$ cat src/rtl/fstw_pkg.sv
// ----------------------------------------------------------------------------
// Structure token walker package
// Token codes, parser mode codes and result event codes.
// ----------------------------------------------------------------------------
`default_nettype none

package fstw_pkg;

  // Structure block token words.
  localparam logic [31:0] TokBeginNode = 32'h0000_0001;
  localparam logic [31:0] TokEndNode   = 32'h0000_0002;
  localparam logic [31:0] TokProp      = 32'h0000_0003;
  localparam logic [31:0] TokNop       = 32'h0000_0004;
  localparam logic [31:0] TokEnd       = 32'h0000_0009;

  // Saturation limit of the node name length.
  localparam logic [7:0] NameLenMax = 8'd255;

  // Parser mode, one-hot.
  typedef enum logic [5:0] {
    MODE_IDLE  = 6'b000001,
    MODE_TOKEN = 6'b000010,
    MODE_NAME  = 6'b000100,
    MODE_PLEN  = 6'b001000,
    MODE_PNAME = 6'b010000,
    MODE_PDATA = 6'b100000
  } mode_e;

  // Result event codes.
  typedef enum logic [3:0] {
    EV_NONE      = 4'd0,
    EV_BEGIN     = 4'd1,
    EV_END_NODE  = 4'd2,
    EV_PROP      = 4'd3,
    EV_DATA      = 4'd4,
    EV_DONE      = 4'd5,
    EV_END_TOKEN = 4'd6,
    EV_UNKNOWN   = 4'd7,
    EV_NESTING   = 4'd8,
    EV_TRUNC     = 4'd9
  } event_e;

endpackage

`default_nettype wire

$ cat src/rtl/fdt_structure_token_walker.sv
// ----------------------------------------------------------------------------
// Flattened devicetree structure token walker
// Parses the structure block one word at a time and emits one result word
// for every accepted input word.
// ----------------------------------------------------------------------------
// Output: a result appears in the output register in the cycle after its word.
// Throughput: one word per cycle while the result channel accepts; the word
// decode, stack shift and counter updates take effect as the result is loaded.
// Reset: the parser is idle until a word marked first_word arrives; the node
// stack is a shift register that needs no clearing.
`default_nettype none

module fdt_structure_token_walker
  import fstw_pkg::*;
#(
  parameter int unsigned MAX_DEPTH   = 16,
  parameter int unsigned OFFSET_BITS = 20
) (
  input  wire logic                   clk_i,
  input  wire logic                   rst_ni,
  // Input word channel
  input  wire logic                   word_valid_i,
  output      logic                   word_ready_o,
  input  wire logic [31:0]            word_i,
  input  wire logic                   first_word_i,
  input  wire logic                   last_word_i,
  // Result channel
  output      logic                   res_valid_o,
  input  wire logic                   res_ready_i,
  output      logic [3:0]             event_res_o,
  output      logic [OFFSET_BITS-1:0] node_offset_o,
  output      logic [4:0]             level_o,
  output      logic [OFFSET_BITS-1:0] parent_offset_o,
  output      logic [7:0]             name_length_o,
  output      logic [31:0]            prop_length_o,
  output      logic [31:0]            prop_name_offset_o,
  output      logic [31:0]            data_word_o,
  output      logic                   last_data_o,
  output      logic                   finished_o
);

  localparam int unsigned DepthW = $clog2(MAX_DEPTH + 1);
  localparam int unsigned OffW   = OFFSET_BITS;

  typedef logic [OffW-1:0]   off_t;
  typedef logic [DepthW-1:0] depth_t;

  // Parser state
  mode_e        mode_q, mode_d;
  depth_t       depth_q, depth_d;
  off_t         wpos_q, wpos_d;
  off_t         pend_q, pend_d;
  logic [7:0]   nbc_q, nbc_d;
  logic [31:0]  plen_q, plen_d;
  logic [29:0]  dwl_q, dwl_d;

  // Open node stack, top of stack at entry zero
  off_t         stk_q [MAX_DEPTH];
  logic         push, pop;

  // Result register
  logic         res_valid_q;
  event_e       ev_q, ev_d;
  off_t         node_q, node_d;
  logic [4:0]   lvl_q, lvl_d;
  off_t         par_q, par_d;
  logic [7:0]   nlen_q, nlen_d;
  logic [31:0]  olen_q, olen_d;
  logic [31:0]  pname_q, pname_d;
  logic [31:0]  dword_q, dword_d;
  logic         ldata_q, ldata_d;
  logic         fin_q, fin_d;

  // State as seen after a restart by first_word
  mode_e        mode_e_w;
  depth_t       depth_e;
  off_t         wpos_e;
  off_t         pend_e;
  logic [7:0]   nbc_e;
  logic [31:0]  plen_e;
  logic [29:0]  dwl_e;

  logic         in_fire;
  logic         found;
  logic [2:0]   name_add;
  logic [8:0]   name_sum;

  assign word_ready_o = !res_valid_q || res_ready_i;
  assign in_fire      = word_valid_i && word_ready_o;

  // Restart view of the state.
  always_comb begin
    if (first_word_i) begin
      mode_e_w = MODE_TOKEN;
      depth_e  = '0;
      wpos_e   = '0;
      pend_e   = '0;
      nbc_e    = '0;
      plen_e   = '0;
      dwl_e    = '0;
    end else begin
      mode_e_w = mode_q;
      depth_e  = depth_q;
      wpos_e   = wpos_q;
      pend_e   = pend_q;
      nbc_e    = nbc_q;
      plen_e   = plen_q;
      dwl_e    = dwl_q;
    end
  end

  // Count name bytes ahead of the terminator in this word.
  always_comb begin
    found    = 1'b0;
    name_add = '0;
    for (int s = 0; s < 4; s++) begin
      if (!found) begin
        if (word_i[31-8*s -: 8] == 8'h00) begin
          found = 1'b1;
        end else begin
          name_add = name_add + 3'd1;
        end
      end
    end
    name_sum = {1'b0, nbc_e} + {6'd0, name_add};
  end

  // Word decode and next state.
  always_comb begin
    mode_d  = mode_q;
    depth_d = depth_q;
    wpos_d  = wpos_q;
    pend_d  = pend_q;
    nbc_d   = nbc_q;
    plen_d  = plen_q;
    dwl_d   = dwl_q;
    push    = 1'b0;
    pop     = 1'b0;
    ev_d    = EV_NONE;
    fin_d   = 1'b0;
    node_d  = '0;
    lvl_d   = '0;
    par_d   = '0;
    nlen_d  = '0;
    olen_d  = '0;
    pname_d = '0;
    dword_d = '0;
    ldata_d = 1'b0;

    if (mode_e_w != MODE_IDLE) begin
      mode_d  = mode_e_w;
      depth_d = depth_e;
      pend_d  = pend_e;
      nbc_d   = nbc_e;
      plen_d  = plen_e;
      dwl_d   = dwl_e;
      wpos_d  = wpos_e + off_t'(1);

      unique case (mode_e_w)
        MODE_TOKEN: begin
          priority if (word_i == TokBeginNode) begin
            if (depth_e >= depth_t'(MAX_DEPTH)) begin
              ev_d  = EV_NESTING;
              fin_d = 1'b1;
            end else begin
              pend_d = wpos_e;
              nbc_d  = '0;
              mode_d = MODE_NAME;
            end
          end else if (word_i == TokEndNode) begin
            if (depth_e == '0) begin
              ev_d  = EV_NESTING;
              fin_d = 1'b1;
            end else begin
              // Close the node on top of the stack.
              depth_d = depth_e - depth_t'(1);
              pop     = 1'b1;
              node_d  = stk_q[0];
              lvl_d   = 5'(depth_e - depth_t'(1));
              par_d   = (depth_e > depth_t'(1)) ? stk_q[1] : '0;
              if (depth_e == depth_t'(1)) begin
                ev_d  = EV_DONE;
                fin_d = 1'b1;
              end else begin
                ev_d  = EV_END_NODE;
              end
            end
          end else if (word_i == TokProp) begin
            if (depth_e == '0) begin
              ev_d  = EV_NESTING;
              fin_d = 1'b1;
            end else begin
              mode_d = MODE_PLEN;
            end
          end else if (word_i == TokNop) begin
            ev_d = EV_NONE;
          end else if (word_i == TokEnd) begin
            ev_d  = EV_END_TOKEN;
            fin_d = 1'b1;
          end else begin
            ev_d  = EV_UNKNOWN;
            fin_d = 1'b1;
          end
        end
        MODE_NAME: begin
          nbc_d = name_sum[8] ? NameLenMax : name_sum[7:0];
          if (found && depth_e < depth_t'(MAX_DEPTH)) begin
            // The name is complete: open the node.
            depth_d = depth_e + depth_t'(1);
            push    = 1'b1;
            node_d  = pend_e;
            lvl_d   = 5'(depth_e);
            par_d   = (depth_e != '0) ? stk_q[0] : '0;
            nlen_d  = nbc_d;
            ev_d    = EV_BEGIN;
            mode_d  = MODE_TOKEN;
          end
        end
        MODE_PLEN: begin
          plen_d = word_i;
          mode_d = MODE_PNAME;
        end
        MODE_PNAME: begin
          if (depth_e == '0) begin
            ev_d  = EV_NESTING;
            fin_d = 1'b1;
          end else begin
            node_d  = stk_q[0];
            lvl_d   = 5'(depth_e - depth_t'(1));
            par_d   = (depth_e > depth_t'(1)) ? stk_q[1] : '0;
            olen_d  = plen_e;
            pname_d = word_i;
            ev_d    = EV_PROP;
            if (plen_e == '0) begin
              mode_d = MODE_TOKEN;
            end else begin
              dwl_d  = 30'((plen_e - 32'd1) >> 2);
              mode_d = MODE_PDATA;
            end
          end
        end
        MODE_PDATA: begin
          if (depth_e == '0) begin
            ev_d  = EV_NESTING;
            fin_d = 1'b1;
          end else begin
            node_d  = stk_q[0];
            lvl_d   = 5'(depth_e - depth_t'(1));
            par_d   = (depth_e > depth_t'(1)) ? stk_q[1] : '0;
            olen_d  = plen_e;
            dword_d = word_i;
            ev_d    = EV_DATA;
            if (dwl_e == '0) begin
              ldata_d = 1'b1;
              mode_d  = MODE_TOKEN;
            end else begin
              dwl_d = dwl_e - 30'd1;
            end
          end
        end
        default: begin
          ev_d  = EV_UNKNOWN;
          fin_d = 1'b1;
        end
      endcase

      // A blob that stops early overrides the word's own result.
      if (!fin_d && last_word_i) begin
        node_d  = '0;
        lvl_d   = '0;
        par_d   = '0;
        nlen_d  = '0;
        olen_d  = '0;
        pname_d = '0;
        dword_d = '0;
        ldata_d = 1'b0;
        ev_d    = EV_TRUNC;
        fin_d   = 1'b1;
      end
      if (fin_d) begin
        mode_d = MODE_IDLE;
      end
    end
  end

  // Control state registers.
  always_ff @(posedge clk_i or negedge rst_ni) begin
    if (!rst_ni) begin
      mode_q      <= MODE_IDLE;
      depth_q     <= '0;
      wpos_q      <= '0;
      pend_q      <= '0;
      nbc_q       <= '0;
      plen_q      <= '0;
      dwl_q       <= '0;
      res_valid_q <= 1'b0;
    end else begin
      if (in_fire) begin
        mode_q  <= mode_d;
        depth_q <= depth_d;
        wpos_q  <= wpos_d;
        pend_q  <= pend_d;
        nbc_q   <= nbc_d;
        plen_q  <= plen_d;
        dwl_q   <= dwl_d;
      end
      res_valid_q <= in_fire || (res_valid_q && !res_ready_i);
    end
  end

  // Node stack: a push shifts entries down, a pop shifts them up.
  always_ff @(posedge clk_i) begin
    if (in_fire && push) begin
      stk_q[0] <= pend_e;
      for (int i = 1; i < MAX_DEPTH; i++) begin
        stk_q[i] <= stk_q[i-1];
      end
    end else if (in_fire && pop) begin
      for (int i = 0; i < MAX_DEPTH - 1; i++) begin
        stk_q[i] <= stk_q[i+1];
      end
    end
  end

  // Result payload register.
  always_ff @(posedge clk_i) begin
    if (in_fire) begin
      ev_q    <= ev_d;
      node_q  <= node_d;
      lvl_q   <= lvl_d;
      par_q   <= par_d;
      nlen_q  <= nlen_d;
      olen_q  <= olen_d;
      pname_q <= pname_d;
      dword_q <= dword_d;
      ldata_q <= ldata_d;
      fin_q   <= fin_d;
    end
  end

  assign res_valid_o        = res_valid_q;
  assign event_res_o        = ev_q;
  assign node_offset_o      = node_q;
  assign level_o            = lvl_q;
  assign parent_offset_o    = par_q;
  assign name_length_o      = nlen_q;
  assign prop_length_o      = olen_q;
  assign prop_name_offset_o = pname_q;
  assign data_word_o        = dword_q;
  assign last_data_o        = ldata_q;
  assign finished_o         = fin_q;

endmodule

`default_nettype wire

$ cat config.mk
export PLATFORM = sky130hd
export DESIGN_NAME = fdt_structure_token_walker
export DESIGN_NICKNAME = d
export VERILOG_FILES = /design/src/rtl/fstw_pkg.sv /design/src/rtl/fdt_structure_token_walker.sv
export SDC_FILE = /design/constraint.sdc
export NUM_CORES = 1
export LEC_CHECK = 0
export ABC_AREA = 0
export BUFFER_PORTS_ARGS = -buffer_cell sky130_fd_sc_hd__buf_4
export CORE_MARGIN = 2
export CORE_UTILIZATION = 55
export DETAILED_ROUTE_END_ITERATION = 8
export HOLD_SLACK_MARGIN = 0.03
export PLACE_DENSITY_LB_ADDON = 0.2
export REMOVE_ABC_BUFFERS = 1
export SETUP_SLACK_MARGIN = 0.4
export SYNTH_ARGS = -nofsm -noshare
export SYNTH_HDL_FRONTEND = slang
export SYNTH_SLANG_ARGS = --single-unit
$ cat constraint.sdc
create_clock -name clk_i -period 9.1 [get_ports clk_i]
set_clock_uncertainty 0.2 [all_clocks]
set_input_delay 0 -clock clk_i [delete_from_list [all_inputs] [get_ports clk_i]]
set_output_delay 0 -clock clk_i [all_outputs]
set_load 0.03 [all_outputs]
==> results.sh <==
export IMPL_crit_slowest_cell="or4b_1"
export IMPL_slew_violations=0
export IMPL_grtUsageTotal_pct=24.50
export IMPL_p_sw_uw=1267
export IMPL_slew_headroom_pct=12.52
export IMPL_cts_clk_slew_worst_paths_ns=0.06
export IMPL_grt_ovfl_total=0
export IMPL_tns_ns=0
export IMPL_dr_pass1_iters=6
export IMPL_setup_slack_ns=3.523
export IMPL_cpMostUsedCell="buf_4"
export IMPL_core_area_um2=49150
export IMPL_nets=2288
export IMPL_arrival_ns=5.64
export IMPL_status="completed"
export IMPL_hold_class="in2reg"
export IMPL_gp_congestion=0.8798
export IMPL_path_max_fanout=50
export IMPL_grt_start_max_net_pins=173
export IMPL_finalSetupViolations=0
export IMPL_p_leak_uw=0.01158
export IMPL_peakVddDrop_mv=0.1619
export IMPL_syn_area_um2=27470
export IMPL_via_per_inst=6.043
export IMPL_holdCritStartpoint="word_i[22]"
export IMPL_n_antenna_cell=0
export IMPL_first_iter_violations=1599
export IMPL_dp_slack_ns=4.012
export IMPL_finalCriticalPeriod_ns=5.577
export IMPL_hold_viol=0
export IMPL_placedCellCount=2762
export IMPL_hpwl_um=38660
export IMPL_clockRootBuffer="clkbuf_16"
export IMPL_cts_buffer_depth=3
export IMPL_rsz0062_at_grt="no"
export IMPL_finalPower_uw=5695
export IMPL_p_seq_share_pct=52.4
export IMPL_die_h_um=227.5
export IMPL_grt_pass1_vias=17530
export IMPL_end_kind="register"
export IMPL_worst_setup_path_start_kind="input pin"
export IMPL_synth_area_leader_cell="edfxtp_1"
export IMPL_dieArea_um2=51760
export IMPL_worst_pin_slew_ns=1.312
export IMPL_syn_area_per_cell_um2=13.70
export IMPL_async_flop_share_pct=20.44
export IMPL_hold_depth=3
export IMPL_fmax_ghz=0.1793
export IMPL_sw_frac_of_total_pct=22.25
export IMPL_internal_power_uw=4428
export IMPL_area_delta_synth_final_pct=16.97
export IMPL_synthTopCellsByArea="edfxtp_1 52%, dfrtp_1 11%, mux2_2 7.8%, mux2_4 4.9%, nand2_1 1.9%"
export IMPL_maxCapViolations=0
export IMPL_r2r_cells=7
export IMPL_regArea_um2=17320
export IMPL_dieWidth_um=227.5
export IMPL_cts_sinks=597
export IMPL_seq_area_frac_synth_pct=63.03
export IMPL_ctsResizeCount=0
export IMPL_std_cell_rows=81
export IMPL_instances_no_fill=2952
export IMPL_fin_hold_ws_ns=0.06582
export IMPL_worstSkewPairLatency_ns=0.63
export IMPL_start_util_pct=55.89
export IMPL_synthDominantCellAreaShare_pct=51.92
export IMPL_r2r_slack_ns=4.28
export IMPL_port_buffers=194
export IMPL_drc=0
export IMPL_crit_type="in2reg"
export IMPL_crit_start="word_i[20]"
export IMPL_finalCritPeriodShare_pct=61.28
export IMPL_cts_htree_levels=2
export IMPL_combPwrFrac_pct=5.5
export IMPL_routedWlPerCell_um=21.19
export IMPL_io_pin_count=195
export IMPL_ys_types=88
export IMPL_syn_inst=2006
export IMPL_synth_warnings=0
export IMPL_multi_input_area_um2=9518
export IMPL_drive_above_1_share_pct=27.19
export IMPL_via_count=17840
export IMPL_grt_first_pass_wirelength_um=98980
export IMPL_fillers=3543
export IMPL_critPathRequiredTime_ns=9.17
export IMPL_synth_seq_cells=597
export IMPL_power_density_nw_per_um2=177.2
export IMPL_antenna_left=0
export IMPL_tritoncts="done"
export IMPL_mostFrequentLayoutCells="475 x edfxtp_1, 223 x buf_4, 191 x mux2_2"
export IMPL_p_clk_share_pct=42.1
export IMPL_routed_wl_um=62540
export IMPL_final_common_cell="edfxtp_1"
export IMPL_antenna_found_initial=0
export IMPL_synth_ff_type="edfxtp_1"
export IMPL_synth_edf_count=475
export IMPL_crit_chain="dlygate4sd3_1 > dlygate4sd3_1 > buf_4 > nor4_1 > nand4_1 > or4b_1 > or3_4 > nand2_4 > buf_4 > buf_4"
export IMPL_max_stage_delay_ns=0.79
export IMPL_cts_buffers=59
export IMPL_rr_startpoint="mode_q[3]"
[flip-flops by register name, summed over array words and instances (netlist names), 30 cells and up]
register / count
plen_q: 32
dwl_q: 30
prop_name_offset_o: 32
stk_q: 320
prop_length_o: 32
data_word_o: 32
[cell usage after synthesis, types with 11 or more instances]
cell type,number
inv_1,18
nor2b_1,15
ha_1,12
mux2_2,191
nor4_1,30
a21oi_1,55
buf_6,11
xor2_1,28
a22oi_1,45
o21ai_0,76
a22o_1,54
xnor2_1,17
nand2_1,140
or4_1,11
clkbuf_1,81
dfrtp_1,121
buf_2,34
o22ai_1,13
nor2_1,122
mux2_4,89
nor3_1,34
nand4_1,19
and2_1,42
nand3_1,23
edfxtp_1,475
and3_1,73
[cell families after synthesis]
| group | synth area share [%] |
|---|---|
| multiplexers | 12.80 |
| AO/OA/AOI/OAI | 9.154 |
| adder cells (fa/ha/maj) | 0.6194 |
| XOR/XNOR | 1.435 |
| flip-flops | 63.03 |
| AND/OR/NAND/NOR | 10.43 |
| buffers and inverters | 2.523 |
[through the flow]
step / utilization (%) / instance area, um2
CTS: 65.38 / 32140
detailed placement: 59.88 / 29430
global placement: 59.88 / 29430
finish: 65.38 / 32140
global route: 65.38 / 32140
floorplan: - / 26850
[power by group through the flow]
stage / logic [uW] / registers (uW) / clock network, uW
after global placement: 278 / 3040 / 0
final: 311 / 2990 / 2400
after CTS: 310 / 2990 / 2450
after detailed placement: 281 / 3040 / 0
after global routing: 334 / 2990 / 2550
after floorplan: 93.1 / 3100 / 0
[layout make-up]
| cell class | count | share of cell area (%) |
|---|---|---|
| Sequential cell | 597 | 53.89 |
| Multi-Input combinational cell | 1259 | 29.62 |
| Timing Repair Buffer | 302 | 7.756 |
| Clock buffer | 85 | 5.054 |
| Tap cell | 664 | 2.585 |
| Clock inverter | 27 | 0.8799 |
| Inverter | 18 | 0.2180 |
[what timing repair did]
item                                    in CTS  in global routing
hold buffers                                78                  0
endpoints found under the setup margin       0                  0
hold endpoints to repair                   264                  0
buffers inserted                             0                  0
[final timing paths]
path                                                to
worst max-delay path                      stk_q[1][89]
worst min-delay path            prop_name_offset_o[22]
worst max register to register            stk_q[1][89]
worst min register to register           stk_q[1][155]
max in group asynchronous                    pend_q[1]
min in group asynchronous                     nbc_q[3]
[routing by layer]
metal | wire length, um | track usage, % | part of all wire (%) | vias up
li1 | - | - | - | 8153
met1 | 28350 | 35.99 | 45 | 9041
met2 | 29160 | 37.85 | 47 | 556
met3 | 3904 | 4.853 | 6.2 | 89
met4 | 1129 | 5.819 | 1.8 | 0
met5 | 0 | 0 | 0 | -
[critical path, delay by kind of cell]
kind | cells | cell delay, ns
AND/OR/NAND/NOR | 5 | 3.14
buffers and inverters | 5 | 2.45
No activity file was read; power rests on OpenSTA's default activity.
